## src/tbl_pkg.sv

```systemverilog
// ----------------------------------------------------------------------------
// Tape block loader package
// Types, status codes and register indexes shared by the channel interfaces
// and the loader.
// ----------------------------------------------------------------------------
package tbl_pkg;

    // Block outcome codes carried in status_code.
    localparam logic [1:0] ST_OK    = 2'd0;
    localparam logic [1:0] ST_FLAG  = 2'd1;
    localparam logic [1:0] ST_SHORT = 2'd2;
    localparam logic [1:0] ST_SUM   = 2'd3;

    // Configuration register indexes.
    localparam logic [1:0] REG_FLAG   = 2'd0;
    localparam logic [1:0] REG_LENGTH = 2'd1;
    localparam logic [1:0] REG_START  = 2'd2;
    localparam logic [1:0] REG_VERIFY = 2'd3;

    // One tape byte with its end-of-block mark.
    typedef struct packed {
        logic [7:0] tape_byte;
        logic       block_end;
    } in_item_t;

    // One result: an optional memory write and an optional block status.
    typedef struct packed {
        logic        write_enable;
        logic [15:0] write_address;
        logic [7:0]  write_data;
        logic        status_valid;
        logic [1:0]  status_code;
    } out_item_t;

endpackage

```

## src/tbl_if.sv

```systemverilog
// ----------------------------------------------------------------------------
// Tape block loader channels
// Valid/ready channels for tape bytes in and loader results out.
// ----------------------------------------------------------------------------

// Tape byte channel.
interface tbl_in_if;
    logic             valid;
    logic             ready;
    tbl_pkg::in_item_t payload;

    modport source (output valid, output payload, input ready);
    modport sink   (input valid, input payload, output ready);
endinterface

// Result channel.
interface tbl_out_if;
    logic               valid;
    logic               ready;
    tbl_pkg::out_item_t payload;

    modport source (output valid, output payload, input ready);
    modport sink   (input valid, input payload, output ready);
endinterface

```

## src/tape_block_loader.sv

```systemverilog
// ----------------------------------------------------------------------------
// Tape block loader
// Checks the flag and XOR checksum of a tape data block and emits a memory
// write for each payload byte (unless verify-only is set) plus one status per block.
// ----------------------------------------------------------------------------
//
//  Channel      Direction  Handshake     Payload
//  tape_in      in         valid/ready   tape_byte, block_end
//  result_out   out        valid/ready   write_enable, write_address,
//                                        write_data, status_valid, status_code
//  cfg          in         cfg_we only   cfg_index, cfg_data
//
//  Each tape byte gives exactly one result, registered in the cycle after it is accepted.
//  A new byte is accepted every cycle while the result register is empty or
//  being emptied in the same cycle, so the throughput is one byte per cycle.
//  A stall on result_out holds the result register and drops tape_in.ready.
//  Reset clears the configuration, the block state and the result register.
//
module tape_block_loader (
    input  logic             clk,
    input  logic             rst_n,
    tbl_in_if.sink           tape_in,
    tbl_out_if.source        result_out,
    input  logic             cfg_we,
    input  logic [1:0]       cfg_index,
    input  logic [15:0]      cfg_data
);

    // Block phase codes.
    localparam logic [1:0] PH_FLAG = 2'd0;
    localparam logic [1:0] PH_DATA = 2'd1;
    localparam logic [1:0] PH_SUM  = 2'd2;
    localparam logic [1:0] PH_SKIP = 2'd3;

    logic [7:0]  required_flag_reg;
    logic [15:0] load_length_reg;
    logic [15:0] start_address_reg;
    logic        verify_only_reg;

    logic [1:0]  phase_reg;
    logic [1:0]  phase_next;
    logic [15:0] byte_index_reg;
    logic [15:0] byte_index_next;
    logic [7:0]  running_xor_reg;
    logic [7:0]  running_xor_next;

    tbl_pkg::out_item_t result_reg;
    tbl_pkg::out_item_t result_next;
    logic               out_valid_reg;

    logic        in_accept;
    logic        out_accept;
    logic [15:0] index_inc;
    logic [7:0]  b;
    logic        last;

    // Handshakes: the result register frees up when it is empty or being read.
    assign tape_in.ready      = !out_valid_reg || result_out.ready;
    assign in_accept          = tape_in.valid && tape_in.ready;
    assign out_accept         = out_valid_reg && result_out.ready;
    assign result_out.valid   = out_valid_reg;
    assign result_out.payload = result_reg;

    assign b         = tape_in.payload.tape_byte;
    assign last      = tape_in.payload.block_end;
    assign index_inc = byte_index_reg + 16'd1;

    // Configuration writes.
    always_ff @(posedge clk or negedge rst_n)
    begin
        if (!rst_n)
        begin
            required_flag_reg <= 8'd0;
            load_length_reg   <= 16'd0;
            start_address_reg <= 16'd0;
            verify_only_reg   <= 1'b0;
        end
        else if (cfg_we)
        begin
            case (cfg_index)
                tbl_pkg::REG_FLAG:   required_flag_reg <= cfg_data[7:0];
                tbl_pkg::REG_LENGTH: load_length_reg   <= cfg_data;
                tbl_pkg::REG_START:  start_address_reg <= cfg_data;
                tbl_pkg::REG_VERIFY: verify_only_reg   <= cfg_data[0];
                default:             ;
            endcase
        end
    end

    // Per-byte work: flag check, checksum accumulation and write generation.
    always_comb
    begin
        phase_next       = phase_reg;
        byte_index_next  = byte_index_reg;
        running_xor_next = running_xor_reg;
        result_next      = '0;

        case (phase_reg)
            PH_FLAG:
            begin
                if (b != required_flag_reg)
                begin
                    result_next.status_valid = 1'b1;
                    result_next.status_code  = tbl_pkg::ST_FLAG;
                    phase_next               = last ? PH_FLAG : PH_SKIP;
                end
                else if (last)
                begin
                    result_next.status_valid = 1'b1;
                    result_next.status_code  = tbl_pkg::ST_SHORT;
                    phase_next               = PH_FLAG;
                end
                else
                begin
                    running_xor_next = b;
                    byte_index_next  = 16'd0;
                    phase_next       = (load_length_reg == 16'd0) ? PH_SUM : PH_DATA;
                end
            end
            PH_DATA:
            begin
                if (!verify_only_reg)
                begin
                    result_next.write_enable  = 1'b1;
                    result_next.write_address = start_address_reg + byte_index_reg;
                    result_next.write_data    = b;
                end
                running_xor_next = running_xor_reg ^ b;
                byte_index_next  = index_inc;
                if (last)
                begin
                    result_next.status_valid = 1'b1;
                    result_next.status_code  = tbl_pkg::ST_SHORT;
                    phase_next               = PH_FLAG;
                end
                else if (index_inc >= load_length_reg)
                begin
                    phase_next = PH_SUM;
                end
            end
            PH_SUM:
            begin
                result_next.status_valid = 1'b1;
                result_next.status_code  = (b == running_xor_reg) ? tbl_pkg::ST_OK
                                                                  : tbl_pkg::ST_SUM;
                phase_next               = last ? PH_FLAG : PH_SKIP;
            end
            default:
            begin
                // Bytes after the checksum or a bad flag are dropped silently.
                if (last)
                begin
                    phase_next = PH_FLAG;
                end
            end
        endcase
    end

    // Block state advances on every accepted transaction.
    always_ff @(posedge clk or negedge rst_n)
    begin
        if (!rst_n)
        begin
            phase_reg       <= PH_FLAG;
            byte_index_reg  <= 16'd0;
            running_xor_reg <= 8'd0;
        end
        else if (in_accept)
        begin
            phase_reg       <= phase_next;
            byte_index_reg  <= byte_index_next;
            running_xor_reg <= running_xor_next;
        end
    end

    // Result register valid flag.
    always_ff @(posedge clk or negedge rst_n)
    begin
        if (!rst_n)
        begin
            out_valid_reg <= 1'b0;
        end
        else if (in_accept)
        begin
            out_valid_reg <= 1'b1;
        end
        else if (out_accept)
        begin
            out_valid_reg <= 1'b0;
        end
    end

    // Result payload.
    always_ff @(posedge clk or negedge rst_n)
    begin
        if (!rst_n)
        begin
            result_reg <= '0;
        end
        else if (in_accept)
        begin
            result_reg <= result_next;
        end
    end

    // A stalled input can only be caused by a held result.
    assert property (@(posedge clk) disable iff (!rst_n)
        !tape_in.ready |-> out_valid_reg)
        else $error("tape_in stalled with an empty result register");

    // Every accepted byte produces a result in the next cycle.
    assert property (@(posedge clk) disable iff (!rst_n)
        in_accept |=> out_valid_reg)
        else $error("accepted byte produced no result");

    // A checksum byte always decides the block.
    assert property (@(posedge clk) disable iff (!rst_n)
        (in_accept && phase_reg == PH_SUM) |=> result_reg.status_valid)
        else $error("checksum byte gave no status");

    // The end of a block always returns to the flag phase.
    assert property (@(posedge clk) disable iff (!rst_n)
        (in_accept && last) |=> phase_reg == PH_FLAG)
        else $error("block end did not rearm the flag check");

    // Unused write fields stay zero.
    assert property (@(posedge clk) disable iff (!rst_n)
        (out_valid_reg && !result_reg.write_enable) |->
            (result_reg.write_address == 16'd0 && result_reg.write_data == 8'd0))
        else $error("write fields set without a write");

    // A status is only ever given on a flag, payload or checksum byte.
    assert property (@(posedge clk) disable iff (!rst_n)
        (in_accept && phase_reg == PH_SKIP) |=> !result_reg.status_valid)
        else $error("status given while skipping");

endmodule
```

## src/flat_wrapper.sv

```systemverilog
// flat-port wrapper written by rule: the top's interface ports become plain ports
module tape_block_loader_flat 
  (clk, rst_n, cfg_we, cfg_index, cfg_data, tape_in_valid, tape_in_payload, tape_in_ready, result_out_valid, result_out_payload, result_out_ready);
  tbl_in_if tape_in_i ();
  tbl_out_if result_out_i ();
  input  logic clk;
  input  logic rst_n;
  input  logic cfg_we;
  input  logic [1:0] cfg_index;
  input  logic [15:0] cfg_data;
  input wire logic [$bits(tape_in_i.valid)-1:0] tape_in_valid;
  input wire logic [$bits(tape_in_i.payload)-1:0] tape_in_payload;
  output wire logic [$bits(tape_in_i.ready)-1:0] tape_in_ready;
  output wire logic [$bits(result_out_i.valid)-1:0] result_out_valid;
  output wire logic [$bits(result_out_i.payload)-1:0] result_out_payload;
  input wire logic [$bits(result_out_i.ready)-1:0] result_out_ready;
  assign tape_in_i.valid = tape_in_valid;
  assign tape_in_i.payload = tape_in_payload;
  assign tape_in_ready = tape_in_i.ready;
  assign result_out_valid = result_out_i.valid;
  assign result_out_payload = result_out_i.payload;
  assign result_out_i.ready = result_out_ready;
  tape_block_loader u_core (.clk(clk), .rst_n(rst_n), .tape_in(tape_in_i), .result_out(result_out_i), .cfg_we(cfg_we), .cfg_index(cfg_index), .cfg_data(cfg_data));
endmodule
```

## config.mk

```make
export PLATFORM = sky130hd
export DESIGN_NAME = tape_block_loader_flat
export DESIGN_NICKNAME = d
export VERILOG_FILES = /design/src/tbl_pkg.sv /design/src/tbl_if.sv /design/src/tape_block_loader.sv /design/src/flat_wrapper.sv
export SDC_FILE = /design/constraint.sdc
export NUM_CORES = 1
export LEC_CHECK = 0
export BUFFER_PORTS_ARGS = -buffer_cell sky130_fd_sc_hd__buf_2
export CORE_ASPECT_RATIO = 1.4
export CORE_MARGIN = 2
export CORE_UTILIZATION = 59
export CTS_BUF_LIST = sky130_fd_sc_hd__clkbuf_8 sky130_fd_sc_hd__clkbuf_16
export DETAILED_ROUTE_END_ITERATION = 12
export GPL_TIMING_DRIVEN = 1
export PLACE_DENSITY_LB_ADDON = 0.25
export SLEW_MARGIN = 10
export SYNTH_ARGS = -nofsm -noshare
export SYNTH_HDL_FRONTEND = slang
export SYNTH_SLANG_ARGS = --single-unit
export TNS_END_PERCENT = 50
```

## constraint.sdc

```tcl
create_clock -name clk -period 3.8 [get_ports clk]
set_clock_uncertainty 0.2 [all_clocks]
set_input_delay 0 -clock clk [delete_from_list [all_inputs] [get_ports clk]]
set_output_delay 0 -clock clk [all_outputs]
set_load 0.02 [all_outputs]
```

# ---- After elaboration in Yosys (flattened, before gate mapping)
# Cells that the tools add are included.
dict set report classes {
  bitwise 1
  order_cmp 1
  n_mux 22
  eq_ne 10
  n_addsub 2
  reduce_logical 16
}
# cell n
set ops {}
lappend ops {{two-way mux 25 bit} 2}
lappend ops {{two-way mux 16 bit} 2}
lappend ops {{one-hot mux 16 bit (2 select lines)} 1}
lappend ops {{adder 16 x 1 -> 16 bit, second input constant} 1}
lappend ops {{adder 16 bit} 1}
lappend ops {{>= comparator 16 bit} 1}
lappend ops {{logical NOT 16 bit} 1}
lappend ops {{two-way mux 2 bit} 8}
lappend ops {{two-way mux 8 bit} 2}
lappend ops {{one-hot mux 8 bit (2 select lines)} 1}
lappend ops {{one-hot mux 3 bit (3 select lines)} 1}
lappend ops {{equality test 8 bit} 1}
lappend ops {{inequality test 8 bit} 1}
lappend ops {{AND reduction 2 bit} 4}
lappend ops {{bitwise XOR 8 bit} 1}
lappend ops {{equality test 2 bit, second input constant} 3}
lappend ops {{two-way mux 3 bit} 2}
lappend ops {{one-hot mux 2 bit (3 select lines)} 1}
lappend ops {{equality test 2 x 1 -> 1 bit, second input constant} 2}
lappend ops {{logical NOT 2 bit} 2}
lappend ops {{inequality test 2 bit, second input constant} 2}
lappend ops {{AND reduction 4 bit} 1}
lappend ops {{nonzero test 2 bit} 2}
lappend ops {{nonzero test 4 bit} 1}
lappend ops {{other kinds (6)} 8}
dict set report word_totals {
  reg_bits 96
  input_bits 32
  elab_cells 65
}

# ---- Logic depth before layout (Yosys ltp)
# Gate-level depths: netlist (run 1).
dict set report logic_depth {
  depth_word 5
  mapped_depth 11
  mapped_depth_nobuf 11
}

# ---- Least setup slack after synthesis (run 1)
# No wires, ideal clock.
dict set report synth_timing {
  kind {register -> register}
  from {register u_core.byte_index_reg[2]}
  to {register u_core.phase_reg[0]}
  period_less_slack_ns 2.823
  setup_time_ns 0.079
  path_buffers 0
  required_ns 3.521
  arrival_ns 2.544
  path_slack_ns 0.977
  path_stages_with_launch 12
  path_cell_list {dfrtp_1 -> and3_1 -> nand4_1 -> nor2_1 -> nand3_1 -> xnor2_1 -> ha_1 -> nand4_1 -> a2111oi_0 -> o41ai_1 -> a21oi_1 -> mux2i_1}
}
dict set report synth_between {
  elab_chain_len 4
}
# element line
set synth_lines {}
lappend synth_lines {{start, declared} tape_block_loader.sv:42} ;# logic [15:0] byte_index_reg;
lappend synth_lines {{start signal, assigned} tape_block_loader.sv:171} ;# byte_index_reg <= byte_index_next;
lappend synth_lines {{adder 16 x 1 -> 16 bit} tape_block_loader.sv:66} ;# assign index_inc = byte_index_reg + 16'd1;
lappend synth_lines {{>= comparator 16 bit} tape_block_loader.sv:136} ;# else if (index_inc >= load_length_reg)
lappend synth_lines {{inequality test 3 x 2 -> 1 bit (no source line)} --}
lappend synth_lines {{AND reduction 3 bit (no source line)} --}
lappend synth_lines {{end signal, assigned} tape_block_loader.sv:170} ;# phase_reg <= phase_next;
lappend synth_lines {{end, declared} tape_block_loader.sv:40} ;# logic [1:0] phase_reg;
# Every way passes these cells.
# A chain may end at the register's enable or synchronous reset.

# ---- Worst setup path in the final report (run 1)
# Ends and elaborated chain as after synthesis.

==> flow_summary_export.csv, run 1 <==
group,metric,value,unit
status,status,"finished, final reports clean",
synthesis,yosys-top-cells-area,"dfrtp_1 (44%), mux2_2 (8.4%), ha_1 (8.2%), xnor2_1 (4.0%), nand2_1 (3.8%)",
die,coreArea,9030,sq um
grt,grt_max_degree,79,
finish,largest_register_ffs,28,
synthesis,yosysMostFrequentCell,"dfrtp_1",
grt,antenna_found_initial,0,
worst_setup_path,r2r_setup_slack,470,ps
worst_setup_path,crit_fanout,8,
detailed_routing,wl_per_cell,17.2,microns
worst_setup_path,cp_slowest_cell,"dfrtp_1",
detailed_routing,drt_wl_total,12700,microns
timing,tns,0,ps
worst_setup_path,cp-end-kind,"flop",
grt,grtUsageTotal,26.3,%
clock_network,cts_buffer_depth,2,
die,die_w,85.6,microns
grt,grt_pass1_wl,21100,microns
clock_network,numCtsBuffers,9,
finish,stdcell_count,739,
die,initial_utilization,60.9,%
die,io_pins,62,
timing,layout_setup_ws,468,ps
finish,drive_gt1_share,21.2,%
detailed_routing,vias,4414,
finish,multiInputGateArea,2880,sq um
worst_setup_path,critPathMaxStageDelay,470,ps
synthesis,synth_seq_area_share,43.7,%
synthesis,synth_ff_type,"dfrtp_1",
timing,period_minus_slack,3330,ps
timing,max_freq,300,MHz
synthesis,yosys.area.top_type_share,43.7,%
finish,nFillCells,682,
detailed_routing,drcViolationCount,0,
finish,regArea,2400,sq um
die,rows,41,
placed_design,dp_hpwl,9210,microns
synthesis,synthesis.nets,608,
synthesis,synth.avg_cell_area,10.2,sq um
flow_run,timing.max_cap.violations,0,
timing,relSlewSlack,34.8,%
worst_setup_path,criticalPathCategory,"reg -> reg",
finish,post-route-cell-area,6520,sq um
synthesis,synth_commonest_cells,"dfrtp_1 (96), nand2_1 (56), mux2_2 (41), o21ai_0 (40), ha_1 (36)",
worst_setup_path,start_kind,"flop",
min_path,min_path_type,"in -> async",
clock_network,cts_sinks,96,
timing,finalSetupViolations,0,
worst_setup_path,crit_path_frequent_cell,"nand4_1",
synthesis,syn_inst,539,
grt,overflow,0,
placed_design,gp_congestion,0.931,
synthesis,synth-edff-count,0,
worst_setup_path,endpoint,"u_core.phase_reg[0]$_DFFE_PN0P_",
clock_network,h-tree-depth,3,
worst_setup_path,worstPathCellList,"and3_1, nand4_1, nor2_1, nand3_1, xnor2_1, ha_1, nand4_1, a2111oi_0, o41ai_1, a21oi_1, mux2i_1",
timing,maxSlewViolCount,0,
finish,final_nets,696,
placed_design,dp.cells,688,
die,die-area,10100,sq um
finish,antennaDiodeCount,0,
placed_design,post-place-ws,561,ps
synthesis,yosys_warnings,0,
worst_setup_path,critPathTopFamily,"simple AND/OR/NAND/NOR gates",
detailed_routing,dr.pass1.iters,4,
clock_network,cts_root_buffer,"clkbuf_16",
detailed_routing,viasPerCell,5.97,
synthesis,synth_cell_types,59,
clock_network,worst_skew_pair.late_latency,350,ps
pwr,p_leak,0.00306,uW
synthesis,synth_top_area_cell,"dfrtp_1",
detailed_routing,drtAntennaViolNets,0,
grt,grt_pass1_vias,4370,
timing,worst_slew_pin_slew,978,ps
worst_setup_path,cp_data_required_time,3870,ps
worst_setup_path,reg2reg_depth,11,
placed_design,port_buffers,61,
pwr,ir_worst_vdd,0.353,mV
clock_network,cts.clk_slew.worst_paths,70,ps
synthesis,netlist_area,5500,sq um
worst_setup_path,crit_arrival,3400,ps
finish,area_growth,18.5,%
clock_network,cts_tree,"done",
clock_network,cts_setup_buffers,0,
timing,holdWs,132,ps
synthesis,ys_ff_latch,96,
detailed_routing,first_iter_violations,171,
synthesis,synthArstFlopShare,100,%
timing,hold_viol,0,
worst_setup_path,r2r_start,"u_core.byte_index_reg[2]$_DFFE_PN0P_",
worst_setup_path,path_depth,11,
die,die_height,118,microns
worst_setup_path,startpoint,"u_core.byte_index_reg[2]$_DFFE_PN0P_",
worst_setup_path,r2r_end,"u_core.phase_reg[0]$_DFFE_PN0P_",
timing,rsz0062_at_grt,"false",
placed_design,place_area,5840,sq um
worst_setup_path,critical_path_buf_inv_count,0,
pwr,power_density,538,nW/um^2
timing,fin_crit_sh,87.7,%
-- timing repair --
item,4_1_cts,5_1_grt
hold buffers,35,0
endpoints found under the hold margin,139,0
gates resized for setup,0,0
-- cell families (layout without fill, tap and decap cells) --
logic type	Yosys count	in the layout	synth area share (%)
adder cells (fa/ha/maj)	37	37	8.55
AND/OR/NAND/NOR	152	152	14.1
AO/OA/AOI/OAI	125	125	14.7
multiplexers	43	43	8.76
XOR/XNOR	39	39	6.21
flip-flops	96	96	43.7
buffers and inverters	47	140	4.03
-- stage by stage --
stage          power (uW)  util, %
2_1_floorplan        2160        -
3_3_place_gp         2430     64.7
3_5_place_dp         2480     64.7
4_1_cts              3510     72.2
5_1_grt              3710     72.2
6_report             3510     72.2
-- area by class of cell --
type                       count  area share [%]
inverter                      24            1.38
timing repair buffer         100            10.6
sequential                    96            36.8
clock buffer                  10            3.66
clock inverter                 6            1.38
multi-input combinational    396            44.1
tap                          107            2.05
-- worst min-delay path by stage --
stage | slack, ps | depth (start not counted) | endpoint
6_report | 130 | 2 | u_core.result_out.payload[27]$_DFFE_PN0P_
5_1_grt | 200 | 3 | tape_in_ready
4_1_cts | 150 | 4 | u_core.result_out.payload[1]$_DFFE_PN0P_
3_5_place_dp | 20 | 1 | u_core.result_out.payload[27]$_DFFE_PN0P_
3_3_place_gp | 6 | 1 | u_core.result_out.payload[27]$_DFFE_PN0P_
2_1_floorplan | -500 | 0 | u_core.byte_index_reg[0]$_DFFE_PN0P_
-- metal layers --
layer  wire length [microns]  global-route usage [%]  vias to the layer above
met1                    5430                    34.5                     2122
met4                     421                    12.8                        0
met2                    6220                    42.0                      135
met5                       0                       0                        -
met3                     660                    4.19                       32
li1                        -                       -                     2125
-- placed cells by master (no fill, tap or decap), types with 8 or more instances in the layout --
cell,n
nand3_1,28
xnor2_1,25
dfrtp_1,96
a22o_1,14
a21oi_1,31
dlygate4sd3_1,35
clkbuf_16,9
ha_1,36
mux2_2,41
nand2b_1,8
o21ai_0,40
nor2_1,12
inv_1,24
buf_2,60
nand4_1,12
xor2_1,14
nand2_1,56
-- power breakdown --
part	leakage [uW]	internal [uW]	total (uW)	switching [uW]
sequential	0.00122	1240	1420	187
clock	0.000159	598	998	400
combinational	0.00168	469	1090	619
(Power assumes the default switching activity.)
==> inputs of run 2 (changes only) <==
--- a/config.mk
+++ b/config.mk
@@ -12,7 +12,7 @@
 export CTS_BUF_LIST = sky130_fd_sc_hd__clkbuf_8 sky130_fd_sc_hd__clkbuf_16
 export DETAILED_ROUTE_END_ITERATION = 12
 export GPL_TIMING_DRIVEN = 1
-export PLACE_DENSITY_LB_ADDON = 0.25
+export PLACE_DENSITY = 0.85
 export SLEW_MARGIN = 10
 export SYNTH_ARGS = -nofsm -noshare
 export SYNTH_HDL_FRONTEND = slang
==> run 2 against run 1 <==
Sequential cell count stayed put. Fmax is 1.6% lower. Final area is 0.33% lower. Register-to-register slack worse by 50 ps. Largest power group unchanged. Largest cell class unchanged. Global-route usage is 0.096 points lower. Clock-buffer cell count is 1 lower. Utilization is 0.24 points lower.
==> flow_summary_export.csv, run 2 (synthesized netlist as in run 1, its figures left out) <==
group,metric,value,unit
status,status,"finished, final reports clean",
clock_network,numCtsBuffers,9,
grt,antenna_found_initial,0,
die,io_pins,62,
timing,finalSetupViolations,0,
die,die_w,85.6,microns
timing,maxSlewViolCount,0,
placed_design,dp.cells,688,
finish,antennaDiodeCount,0,
finish,drive_gt1_share,21.0,%
timing,rsz0062_at_grt,"false",
grt,grt_pass1_vias,4352,
grt,grt_max_degree,71,
timing,holdWs,114,ps
clock_network,cts.clk_slew.worst_paths,60,ps
detailed_routing,viasPerCell,6.05,
grt,grtUsageTotal,26.2,%
finish,mostFrequentLayoutCell,"dfrtp_1",
detailed_routing,dr.pass1.iters,5,
clock_network,cts_buffer_depth,2,
worst_setup_path,cp_slowest_cell,"dfrtp_1",
pwr,power_density,542,nW/um^2
placed_design,dp_hpwl,9030,microns
grt,overflow,0,
clock_network,cts_root_buffer,"clkbuf_16",
pwr,p_leak,0.00305,uW
timing,worst_slew_pin_slew,884,ps
finish,area_growth,18.1,%
die,initial_utilization,60.9,%
placed_design,port_buffers,61,
finish,layout_common_cells,"dfrtp_1 (96), buf_2 (60), nand2_1 (56), mux2_2 (41), o21ai_0 (40)",
die,rows,41,
timing,hold_viol,0,
finish,final_nets,693,
timing,tns,0,ps
finish,regArea,2400,sq um
die,die-area,10100,sq um
detailed_routing,drt_wl_total,12600,microns
clock_network,cts_sinks,96,
worst_setup_path,start_kind,"flop",
placed_design,gp_congestion,0.901,
worst_setup_path,worstPathCellList,"and3_1, nand4_1, nor2_1, nand3_1, xnor2_1, ha_1, nand4_1, a2111oi_0, o41ai_1, a21oi_1, mux2i_1",
worst_setup_path,crit_arrival,3450,ps
timing,period_minus_slack,3390,ps
clock_network,cts_tree,"done",
detailed_routing,wl_per_cell,17.1,microns
die,die_height,118,microns
worst_setup_path,cp_data_required_time,3870,ps
worst_setup_path,crit_path_frequent_cell,"nand4_1",
pwr,power,3520,uW
grt,grt_pass1_wl,21000,microns
timing,max_freq,295,MHz
clock_network,cts_setup_buffers,0,
die,coreArea,9030,sq um
worst_setup_path,cp-end-kind,"flop",
timing,fin_crit_sh,89.1,%
flow_run,timing.max_cap.violations,0,
worst_setup_path,criticalPathCategory,"reg -> reg",
finish,multiInputGateArea,2880,sq um
timing,relSlewSlack,41.0,%
finish,stdcell_count,736,
clock_network,h-tree-depth,3,
detailed_routing,vias,4450,
timing,layout_setup_ws,414,ps
clock_network,worst_skew_pair.late_latency,340,ps
placed_design,post-place-ws,479,ps
worst_setup_path,critPathMaxStageDelay,460,ps
detailed_routing,first_iter_violations,318,
min_path,min_path_type,"in -> async",
finish,largest_register_ffs,28,
finish,nFillCells,624,
detailed_routing,drcViolationCount,0,
detailed_routing,drtAntennaViolNets,0,
worst_setup_path,crit_fanout,8,
pwr,ir_worst_vdd,0.378,mV
run 2: power breakdown:
group	switching (uW)	total (uW)	internal, uW
clock	379	1020	638
sequential	179	1420	1240
combinational	624	1090	467
total	1180	3520	2340
run 2: per-layer routing:
| metal | part of all wire, % | global-route usage [%] | up-vias |
|---|---|---|---|
| met3 | 5.2 | 5.31 | 24 |
| met1 | 42 | 34.2 | 2158 |
| met2 | 50 | 42.4 | 164 |
| met4 | 3.0 | 10.3 | 0 |
| met5 | 0 | 0 | - |
| li1 | - | - | 2104 |
run 2: repair_timing:
| item | 4_1_cts | 5_1_grt |
|---|---|---|
| resized for setup | 0 | 0 |
| hold buffers | 32 | 0 |
| endpoints found under the hold margin | 131 | 0 |
run 2: worst paths after layout:
kind / startpoint / end / slack (ps) / cells past startpoint
max: u_core.byte_index_reg[2]$_DFFE_PN0P_ / u_core.phase_reg[0]$_DFFE_PN0P_ / 410 / 11
min: rst_n / u_core.start_address_reg[12]$_DFFE_PN0P_ / 110 / 2
max reg2reg: u_core.byte_index_reg[2]$_DFFE_PN0P_ / u_core.phase_reg[0]$_DFFE_PN0P_ / 410 / 11
min reg2reg: u_core.result_out.payload[21]$_DFFE_PN0P_ / u_core.result_out.payload[21]$_DFFE_PN0P_ / 270 / 2
max in group asynchronous: rst_n / u_core.byte_index_reg[14]$_DFFE_PN0P_ / 2380 / 3
min in group clk: result_out_ready / u_core.result_out.payload[1]$_DFFE_PN0P_ / 180 / 4
run 2: stage by stage:
step           util [%]  cell area [sq um]
6_report           72.0               6500
5_1_grt            72.0               6500
4_1_cts            72.0               6500
3_5_place_dp       64.7               5840
3_3_place_gp       64.7               5840
2_1_floorplan         -               5500
run 2: worst max-delay path, delay by kind of cell, from the launching register on:
| family | cells | cell delay, ps |
|---|---|---|
| flip-flops | 1 | 460 |
| XOR/XNOR | 1 | 160 |
| adder cells (fa/ha/maj) | 1 | 290 |
| multiplexers | 1 | 230 |
| AO/OA/AOI/OAI | 3 | 830 |
| AND/OR/NAND/NOR | 5 | 1120 |
run 2: final cells by class:
class	count	share of cell area, %
clock buffer	9	3.46
timing repair buffer	97	10.1
tap	107	2.06
sequential	96	37.0
multi-input combinational	396	44.3
inverter	24	1.39
clock inverter	7	1.73
==> inputs of run 3 (changes only) <==
--- a/config.mk
+++ b/config.mk
@@ -5,14 +5,14 @@
 export SDC_FILE = /design/constraint.sdc
 export NUM_CORES = 1
 export LEC_CHECK = 0
-export BUFFER_PORTS_ARGS = -buffer_cell sky130_fd_sc_hd__buf_2
+export BUFFER_PORTS_ARGS = -buffer_cell sky130_fd_sc_hd__buf_4
 export CORE_ASPECT_RATIO = 1.4
 export CORE_MARGIN = 2
-export CORE_UTILIZATION = 59
+export CORE_UTILIZATION = 42
 export CTS_BUF_LIST = sky130_fd_sc_hd__clkbuf_8 sky130_fd_sc_hd__clkbuf_16
 export DETAILED_ROUTE_END_ITERATION = 12
 export GPL_TIMING_DRIVEN = 1
-export PLACE_DENSITY = 0.85
+export PLACE_DENSITY = 0.65
 export SLEW_MARGIN = 10
 export SYNTH_ARGS = -nofsm -noshare
 export SYNTH_HDL_FRONTEND = slang
==> run 3 against run 2 <==
Global-route usage shrank 6.4 points. Routed wire length grew 5.8%. Via count shrank 3.4%. Utilization shrank 20 points. First-iteration DRC count shrank 30%. Sequential share of layout area shrank 0.79 points. Critical path type unchanged. Sequential power is essentially flat.
==> flow_summary_export.csv, run 3 (synthesized netlist as in run 1, its figures left out) <==
group,metric,value,unit
worst_setup_path,criticalPathCategory,"reg -> reg",
finish,drive_gt1_share,21.2,%
timing,hold_viol,0,
timing,worst_slew_pin_slew,917,ps
finish,final_nets,693,
status,status,"finished, final reports clean",
detailed_routing,first_iter_violations,223,
clock_network,cts_buffer_depth,2,
timing,rsz0062_at_grt,"false",
grt,overflow,0,
detailed_routing,vias,4300,
grt,grt_util_met3,2.51,%
die,io_pins,62,
clock_network,cts_sinks,96,
pwr,ir_worst_vdd,0.259,mV
clock_network,cts_tree,"done",
finish,area_growth,20.7,%
timing,max_freq,315,MHz
die,initial_utilization,42.9,%
worst_setup_path,start_kind,"flop",
finish,antennaDiodeCount,0,
finish,largest_register_ffs,28,
grt,grt_pass1_wl,22100,microns
clock_network,numCtsBuffers,9,
clock_network,h-tree-depth,3,
pwr,p_sw_share,35.0,%
placed_design,gp_congestion,0.831,
grt,antenna_found_initial,0,
pwr,combPwrFrac,33.0,%
finish,layout_common_cells,"dfrtp_1 (96), buf_4 (66), nand2_1 (56), mux2_2 (41), o21ai_0 (40)",
detailed_routing,viasPerCell,5.51,
detailed_routing,drtAntennaViolNets,0,
clock_network,post_cts_resized,0,
finish,mostFrequentLayoutCell,"dfrtp_1",
clock_network,cts_root_buffer,"clkbuf_16",
grt,grt_pass1_vias,4272,
pwr,power.switching,1190,uW
pwr,seqPwrFrac,42.0,%
worst_setup_path,crit_arrival,3230,ps
timing,finalSetupViolations,0,
die,coreArea,12800,sq um
pwr,p_int,2210,uW
placed_design,dp_hpwl,9950,microns
clock_network,worst_skew_pair.late_latency,340,ps
pwr,p_clk_share,25.1,%
grt,grtUsageTotal,19.8,%
detailed_routing,wl_per_cell,17.0,microns
flow_run,timing.max_cap.violations,0,
die,die_w,101,microns
die,die_height,139,microns
timing,tns,0,ps
pwr,p_leak,0.00305,uW
grt,grt_max_degree,72,
die,rows,49,
timing,maxSlewViolCount,0,
detailed_routing,drcViolationCount,0,
grt,busiest_layer,"met2",
worst_setup_path,cp_data_required_time,3860,ps
grt,grt.met1_usage,27.3,%
die,die-area,14000,sq um
detailed_routing,drt_wl_total,13300,microns
pwr,power_density,513,nW/um^2
detailed_routing,dr.pass1.iters,4,
placed_design,port_buffers,61,
timing,fin_crit_sh,83.4,%
timing,period_minus_slack,3170,ps
worst_setup_path,crit_fanout,8,
clock_network,cts.clk_slew.worst_paths,70,ps
grt,grt.met2_usage,32.5,%
worst_setup_path,cp-end-kind,"flop",
min_path,min_path_type,"in -> async",
pwr,power,3410,uW
finish,nFillCells,1154,
timing,relSlewSlack,38.9,%
-- run 3: cell types whose count changed in the layout (fill, tap and decap cells not counted) --
cell           previous run  this run
bufinv_16                 3         0
buf_4                     5        66
clkinv_2                  0         2
inv_1                    26        25
clkbuf_8                  0         2
buf_2                    60         0
dlygate4sd3_1            32        31
clkinvlp_4                2         1
-- run 3: worst paths after layout --
check | startpoint | end | slack, ps | cells after the start
worst max-delay path | u_core.byte_index_reg[2]$_DFFE_PN0P_ | u_core.phase_reg[1]$_DFFE_PN0P_ | 630 | 11
worst min-delay path | rst_n | u_core.start_address_reg[11]$_DFFE_PN0P_ | 130 | 2
worst max register to register | u_core.byte_index_reg[2]$_DFFE_PN0P_ | u_core.phase_reg[1]$_DFFE_PN0P_ | 630 | 11
worst min register to register | u_core.result_out.payload[16]$_DFFE_PN0P_ | u_core.result_out.payload[16]$_DFFE_PN0P_ | 280 | 2
max in group asynchronous | rst_n | u_core.byte_index_reg[11]$_DFFE_PN0P_ | 2380 | 3
min in group clk | result_out_ready | tape_in_ready | 190 | 3
-- run 3: power by group through the flow --
stage	combinational, uW	clock, uW	sequential (uW)
2_1_floorplan	704	0	1460
3_3_place_gp	1070	0	1430
3_5_place_dp	1100	0	1440
4_1_cts	1130	870	1420
5_1_grt	1260	919	1460
6_report	1120	854	1430
-- run 3: per-stage QoR --
stage	area [sq um]	instances	hold slack, ps	worst slack [ps]	utilization [%]
3_3_place_gp	6060	735	-32.9	705	47.3
5_1_grt	6640	781	214	217	51.8
6_report	6640	781	128	630	51.8
4_1_cts	6640	781	169	594	51.8
2_1_floorplan	5500	539	-496	977	-
3_5_place_dp	6060	735	-11.6	627	47.3
-- run 3: final cells by class --
cell class	instances	area, sq um	area share [%]
multi-input combinational	396	2880	43.3
sequential	96	2400	36.2
timing repair buffer	97	806	12.1
clock buffer	11	253	3.81
tap	153	191	2.88
inverter	24	90.1	1.36
clock inverter	4	21.3	0.320
-- run 3: critical path, cell delays in order, from the launching register on --
cell and delay (ps):
dfrtp_1 460, and3_1 230, nand4_1 160, nor2_1 250
nand3_1 160, xnor2_1 160, ha_1 290, nand4_1 170
a2111oi_0 350, o41ai_1 140, a21oi_1 290, mux2i_1 230
-- run 3: metal layers --
layer  share of wire, %  vias up
met1                 46     2093
met2                 50       84
met3                3.2       13
met5                  0        -
li1                   -     2110
met4                1.4        0
-- run 3: timing repair --
item | in CTS | in global routing
hold buffers | 31 | 0
buffers inserted | 0 | 0
hold endpoints to repair | 132 | 0
